--- src/hdl/assert_macros.svh ---
// Assertion macros shared by the modules of the memory map and keyboard block.
`ifndef ASSERT_MACROS_SVH
`define ASSERT_MACROS_SVH

// Checks a property on every rising clock edge outside reset.
`define ASSERT_CLK(label, prop, msg) \
    label: assert property (@(posedge clk) disable iff (!rst_n) (prop)) else $error(msg);

// Checks that a condition holds in every cycle outside reset.
`define ASSERT_ALWAYS(label, cond, msg) \
    `ASSERT_CLK(label, 1'b1 |-> (cond), msg)

`endif

--- src/hdl/mmkb_pkg.sv ---
// Package with the command codes, constants and types of the memory map block.
package mmkb_pkg;

    localparam int MEM_DEPTH = 65536;
    localparam int MEM_AW    = $clog2(MEM_DEPTH);
    localparam int ADDR_W    = 16;
    localparam int DATA_W    = 8;
    localparam int ROWS      = 8;
    localparam int ROW_AW    = $clog2(ROWS);
    localparam int COLS      = 5;

    localparam logic [ADDR_W-1:0] ROM_TOP     = 16'h4000;
    localparam logic [ADDR_W-1:0] MIRROR_MASK = 16'h7fff;
    localparam int                FETCH_BIT   = 6;
    localparam logic [COLS-1:0]   COL_MASK    = 5'h1f;
    localparam logic [2:0]        ROW_HIGH    = 3'b111;
    localparam logic [DATA_W-1:0] NO_DEVICE   = 8'hff;

    typedef enum logic [2:0] {
        CMD_FETCH   = 3'd0,
        CMD_READ    = 3'd1,
        CMD_WRITE   = 3'd2,
        CMD_PORT    = 3'd3,
        CMD_PRESS   = 3'd4,
        CMD_RELEASE = 3'd5,
        CMD_LOAD    = 3'd6
    } cmd_t;

    typedef struct packed {
        logic              press;
        logic              release_key;
        logic [ROW_AW-1:0] row;
        logic [COLS-1:0]   cols;
    } key_evt_t;

endpackage

--- src/hdl/mmkb_keys.sv ---
// Keyboard matrix of eight rows by five columns and its port read decoder.
`include "assert_macros.svh"

module mmkb_keys (
    input  logic                            clk,
    input  logic                            rst_n,
    input  mmkb_pkg::key_evt_t              evt,
    input  logic [mmkb_pkg::ADDR_W-1:0]     port_addr,
    output logic [mmkb_pkg::DATA_W-1:0]     port_byte
);

    logic [mmkb_pkg::COLS-1:0] keys_reg  [mmkb_pkg::ROWS];
    logic [mmkb_pkg::COLS-1:0] keys_next [mmkb_pkg::ROWS];

    always_ff @(posedge clk or negedge rst_n)
    begin
        if (!rst_n)
        begin
            for (int i = 0; i < mmkb_pkg::ROWS; i++)
            begin
                keys_reg[i] <= mmkb_pkg::COL_MASK;
            end
        end
        else
        begin
            keys_reg <= keys_next;
        end
    end

    always_comb
    begin
        keys_next = keys_reg;
        if (evt.press)
        begin
            keys_next[evt.row] = keys_reg[evt.row] & ~evt.cols;
        end
        else if (evt.release_key)
        begin
            keys_next[evt.row] = keys_reg[evt.row] | evt.cols;
        end
    end

    // The lowest clear bit of the high address byte selects the row.
    always_comb
    begin
        logic [7:0] hi;
        hi        = port_addr[15:8];
        port_byte = mmkb_pkg::NO_DEVICE;
        if (!port_addr[0])
        begin
            for (int r = mmkb_pkg::ROWS - 1; r >= 0; r--)
            begin
                if (!hi[r])
                begin
                    port_byte = {mmkb_pkg::ROW_HIGH, keys_reg[r]};
                end
            end
        end
    end

    `ASSERT_CLK(a_press_clears, evt.press |=>
        ((keys_reg[$past(evt.row)] & $past(evt.cols)) == '0), "key press left a column set")
    `ASSERT_CLK(a_release_sets, evt.release_key && !evt.press |=>
        ((keys_reg[$past(evt.row)] & $past(evt.cols)) == $past(evt.cols)),
        "key release left a column clear")
    `ASSERT_ALWAYS(a_odd_port, !port_addr[0] || (port_byte == mmkb_pkg::NO_DEVICE),
        "odd port address returned a keyboard row")

endmodule

--- config.mk ---
export PLATFORM = sky130hd
export DESIGN_NAME = mmkb_keys
export DESIGN_NICKNAME = d
export VERILOG_FILES = /design/src/hdl/mmkb_pkg.sv /design/src/hdl/mmkb_keys.sv
export VERILOG_INCLUDE_DIRS = /design/src /design/src/hdl
export SDC_FILE = /design/constraint.sdc
export NUM_CORES = 1
export LEC_CHECK = 0
export BUFFER_PORTS_ARGS = -buffer_cell sky130_fd_sc_hd__buf_2
export CAP_MARGIN = 10
export CORE_MARGIN = 2
export CORE_UTILIZATION = 25
export DETAILED_ROUTE_END_ITERATION = 10
export HOLD_SLACK_MARGIN = 0.05
export PLACE_DENSITY_LB_ADDON = 0.25
export SLEW_MARGIN = 5
export SYNTH_ARGS = -nofsm -noshare
export SYNTH_HDL_FRONTEND = slang
export SYNTH_SLANG_ARGS = --single-unit
--- constraint.sdc ---
create_clock -name clk -period 1.8 [get_ports clk]
set_input_delay 0.27 -clock clk [delete_from_list [all_inputs] [get_ports clk]]
set_output_delay 0.27 -clock clk [all_outputs]
set_load 0.1 [all_outputs]
==> results of run 1 <==
==> cell families (layout without fill, tap and decap cells) <==
logic type      Yosys count  count (layout)  synth area share [%]
buf+inv                  29              83                  6.04
compound gates           91              91                  24.7
flops                    40              40                  39.6
other cells               1               3                 0.141
mux                      23              23                  10.6
simple gates             99              99                  18.9
==> through the flow <==
| step | std cells | hold slack [ns] |
|---|---|---|
| 5_1_grt | 475 | 0.323 |
| 3_5_place_dp | 466 | 0.476 |
| 4_1_cts | 475 | 0.294 |
| 2_1_floorplan | 285 | 0.122 |
| 3_3_place_gp | 466 | 0.471 |
| 6_report | 475 | 0.276 |
==> worst max-delay path, stage by stage, from the launching register on <==
cell and delay [ns]:
dfstp_2 0.58, o21ai_1 0.07, a21oi_1 0.16, o22ai_2 0.13, a221oi_4 0.32, buf_12 0.21
==> cells in the final DEF, fill, tap and decap left out, types with 2 or more instances in the layout <==
master     count
dfstp_2       40
buf_2         20
nor2b_1       10
a211oi_2       3
nor3_1         5
o221a_2        5
and2_1         4
nor2_2         3
o32a_1         2
o221ai_1       3
buf_4         35
o22ai_1        3
o22ai_2        5
o21ba_2        2
buf_12         7
o31ai_1        9
o221ai_2       3
and4_1         6
conb_1         3
mux4_2         4
a21oi_1       22
a221oi_4       5
inv_1         13
o21ai_1        5
nand3_1        4
nand2_1       23
nor2_1        33
a2111oi_0      3
a31oi_1        9
mux2i_1       18
nand2b_1       8
clkbuf_8       5
o21ai_0        7
==> report_power, final <==
| part | internal [uW] | switching [uW] |
|---|---|---|
| combinational | 547 | 673 |
| clock | 412 | 324 |
| sequential | 1270 | 184 |
| total | 2230 | 1180 |
==> repair_timing <==
item,CTS,global route
setup endpoints to repair,5,5
setup buffers,4,0
pin swaps,9,1
gates resized for setup,6,1
==> worst paths after layout <==
| path | cells after the start | start | slack, ns | end |
|---|---|---|---|---|
| worst max-delay path | 5 | keys_reg[23] | -0.23 | port_byte[3] |
| worst min-delay path | 1 | rst_n | 0.28 | keys_reg[6] |
| worst max register to register | 5 | keys_reg[21] | 0.12 | keys_reg[6] |
| worst min register to register | 2 | keys_reg[0] | 0.49 | keys_reg[0] |
| max in group asynchronous | 2 | rst_n | 1.28 | keys_reg[21] |
| min in group clk | 3 | evt[2] | 0.30 | keys_reg[37] |
==> layer usage <==
layer,vias to the layer above,GRT usage (%),routed length [um]
li1,1157,-,-
met2,48,24.4,3830
met5,-,0,0
met4,0,6.86,265
met3,16,2.19,248
met1,1129,20.7,3900
==> final cells by class <==
type | instances | area, sq um
sequential | 40 | 1050
fill | 1055 | 6850
clock inverter | 2 | 35.0
timing repair buffer | 62 | 503
inverter | 13 | 48.8
clock buffer | 6 | 72.6
multi-input combinational | 216 | 1590
tap | 136 | 170
==> results.cfg, run 1 <==
[cts]
cts.clk_slew.worst_paths_ns = 0.08
h-tree-depth = 2
clock_latency_ns = 0.29
hold_buffers = 0
cts_made_buffers = 5
clockBufferDepth = 2
cts_num_sinks = 40
cts-root-buf = clkbuf_8
cts_tree = built

[layout]
drive_above_1_share_pct = 43.4
antenna_cells = 0
design_area_sq_um = 3470
finalCoreUtilization_pct = 33.6
final_nets = 366
syn_to_final_growth_pct = 30.8
largest_reg_flops = 40

[timing]
finalSetupViolCount = 5
drv_slew = 0
fmax_mhz = 492
setup-tns-final_ns = -1.09
relSlewSlack_pct = 32.5
timing.final.ws_setup_ns = -0.232
period_share_pct = 113
final-hold-violation-count = 0
finClkSkew_ns = 0.00443
worst_slew_pin_slew_ns = 1.01
min_period_ns = 2.03
rsz0062_at_grt = yes

[detailed_routing]
first_pass_iters = 4
finalWirelength_mm = 8.24
wl_per_cell_um = 17.3
routed_via_density = 4.95
drc = 0
via_count = 2350
detail-route-antenna-nets = 0
drt_iter0_markers = 115

[grt]
gr-total-overflow = 0
grt_pass1_vias = 2463
antenna_found_initial = 0
grt_use_total_pct = 15.4
grt_max_degree = 23
grt_pass1_wl_mm = 13.4

[placement]
gp_congestion = 0.868
port_buffers = 25
pre_cts_ws_ns = -0.0944
placed_cell_area_sq_um = 3330
dpl.hpwl_mm = 6.43

[yosys]
synthesis.area_sq_um = 2650
synth_ff_type = dfstp_2
postSynth.asyncResetShare_pct = 100
postSynthAreaPerCell_sq_um = 9.37
synth_warnings = 0
synth_area_leaders = dfstp_2, mux2i_1, nor2_1, a21oi_1, mux4_2
synth_cells = 283
synth_top_cell_area_share_pct = 39.6
yosys.area.top_type = dfstp_2
yosysSeqAreaShare_pct = 39.6
synth_cell_type_count = 40
synth_most_common_cell = dfstp_2
synth_commonest_cells = dfstp_2, nor2_1, a21oi_1, nand2_1, mux2i_1
synth-seq-cells = 40
synth_edf_count = 0

[pwr]
leakagePower_uw = 0.00136
power_uw = 3410
vdd_drop_max_v = 0.000303
power_density_nw_per_um2 = 982

[hold_path]
hold_path_class = input port to async pin

[outcome]
status = complete, but fails checks
failed_checks = setup timing

[setup_path]
crit_path_end_kind = output port
crit_type = register to output port
crit_fanout = 4
critPathLaunchType = register
required_ns = 1.53
arrival_ns = 1.76

[floorplanning]
die_h_um = 107
die_width_um = 107
die_area_sq_um = 11500
core_sq_um = 10300
start_util_pct = 25.7
fp-row-count = 37
pin_count = 36

[flow_run]
maxCapViolCount = 0
No activity file was read; power rests on OpenSTA's default activity.
==> run 2: changes to the inputs <==
--- a/config.mk
+++ b/config.mk
@@ -11,6 +11,7 @@
 export CORE_MARGIN = 2
 export CORE_UTILIZATION = 25
 export DETAILED_ROUTE_END_ITERATION = 10
+export GPL_TIMING_DRIVEN = 0
 export HOLD_SLACK_MARGIN = 0.05
 export PLACE_DENSITY_LB_ADDON = 0.25
 export SLEW_MARGIN = 5
==> results.cfg, run 2 (same netlist as run 1, synthesis figures left out) <==
[timing]
min_period_ns = 2.06
drv_slew = 0
finClkSkew_ns = 0.00916
fmax_mhz = 486
finalSetupViolCount = 5
period_share_pct = 114
timing.final.ws_setup_ns = -0.259
relSlewSlack_pct = 33.6
rsz0062_at_grt = yes
worst_slew_pin_slew_ns = 0.995
final-hold-violation-count = 0

[grt]
grt_pass1_vias = 2299
grt_use_total_pct = 14.8
grt_max_degree = 41
gr-total-overflow = 0
grt_pass1_wl_mm = 13.0
antenna_found_initial = 0

[hold_path]
whs_path_depth = 3
hold_path_class = input port to register
hold_start = evt[2]
min_to = keys_reg[37]

[cts]
cts_tree = built
cts.clk_slew.worst_paths_ns = 0.08
cts_num_sinks = 40
clockBufferDepth = 2
cts-root-buf = clkbuf_8
hold_buffers = 0
clock_latency_ns = 0.30
h-tree-depth = 2
cts_made_buffers = 5

[detailed_routing]
detail-route-antenna-nets = 0
via_count = 2295
drt_iter0_markers = 163
finalWirelength_mm = 8.21
drc = 0
routed_via_density = 5.08
wl_per_cell_um = 18.2
first_pass_iters = 4

[setup_path]
r2r_start = keys_reg[21]
worst-r2r-setup-slack_ns = 0.10
critPathMaxStageDelay_ns = 0.57
path_cells = o21ai_1 > a21oi_1 > o22ai_2 > a221oi_4 > buf_12
crit_fanout = 3
worstRegToRegCells = 5
required_ns = 1.53
slowest_stage = dfstp_2
critPathLaunchType = register
arrival_ns = 1.79
regToRegEndpoint = keys_reg[11]
crit_type = register to output port
crit_path_end_kind = output port

[pwr]
power_density_nw_per_um2 = 969
leakagePower_uw = 0.00122
vdd_drop_max_v = 0.000272

[layout]
drive_above_1_share_pct = 42.1
finalCoreUtilization_pct = 31.8
largest_reg_flops = 40
final_cell_mix = dfstp_2, nor2_1, nand2_1
antenna_cells = 0
fillers = 1073
syn_to_final_growth_pct = 23.8
final_common_cell = dfstp_2
final_nets = 344

[flow_run]
maxCapViolCount = 0

[floorplanning]
die_area_sq_um = 11500
pin_count = 36
die_h_um = 107
fp-row-count = 37
core_sq_um = 10300
start_util_pct = 25.7
die_width_um = 107

[placement]
pre_cts_ws_ns = -0.335
dpl.hpwl_mm = 6.19
gp_congestion = 0.816
port_buffers = 22

[outcome]
failed_checks = setup timing
status = complete, but fails checks
[run 2: routing by layer]
metal / up-vias / share of wire, % / track usage (%)
li1: 1115 / - / -
met3: 10 / 3.7 / 2.01
met5: - / 0 / 0
met1: 1119 / 46 / 19.7
met2: 51 / 49 / 25.3
met4: 0 / 1.3 / 3.90
[run 2: final cells by class]
type                    instances  area (sq um)  area share, %
plain buffers                  16           115           3.50
clock buffers                   5          68.8           2.10
clock inverters                 2          12.5          0.381
inverters                      13          48.8           1.49
multi-input cells             216          1620           49.3
flip-flops and latches         40          1050           32.0
well taps                     136           170           5.18
repair buffers                 24           200           6.10
[run 2: what timing repair did]
action	CTS	global route
setup buffers	2	0
pin swaps	7	11
setup endpoints to repair	5	5
gates resized for setup	26	14
[run 2: worst max-delay path: cells and delay by family (launching register included)]
kind,cells,cell delay (ns)
compound gates,4,0.72
flops,1,0.57
buf+inv,1,0.21
[run 2: worst max-delay path by stage]
| stage | startpoint | slack (ns) | depth (start not counted) | endpoint |
|---|---|---|---|---|
| floorplan | keys_reg[13] | -0.25 | 4 | port_byte[3] |
| global placement | port_addr[11] | -0.31 | 6 | port_byte[1] |
| detailed placement | port_addr[11] | -0.34 | 6 | port_byte[1] |
| CTS | keys_reg[24] | -0.26 | 5 | port_byte[4] |
| global route | keys_reg[21] | -0.33 | 5 | port_byte[1] |
| finish | keys_reg[21] | -0.26 | 5 | port_byte[1] |
[run 2: power breakdown]
part	internal [uW]	total [uW]	switching, uW
combinational	461	1110	650
sequential	1270	1480	210
clock	263	589	326
total	2000	3180	1190
[run 2: stage by stage]
step           cells  hold WS [ns]  total power (uW)  TNS, ns  area [sq um]
6_report         452         0.305              3180    -1.16          3280
5_1_grt          452         0.316              3380    -1.47          3280
4_1_cts          452         0.298              3210    -1.26          3260
3_5_place_dp     443         0.472              2490    -1.45          3060
3_3_place_gp     443         0.469              2480    -1.33          3060
2_1_floorplan    285         0.122              2190    -1.22          2780
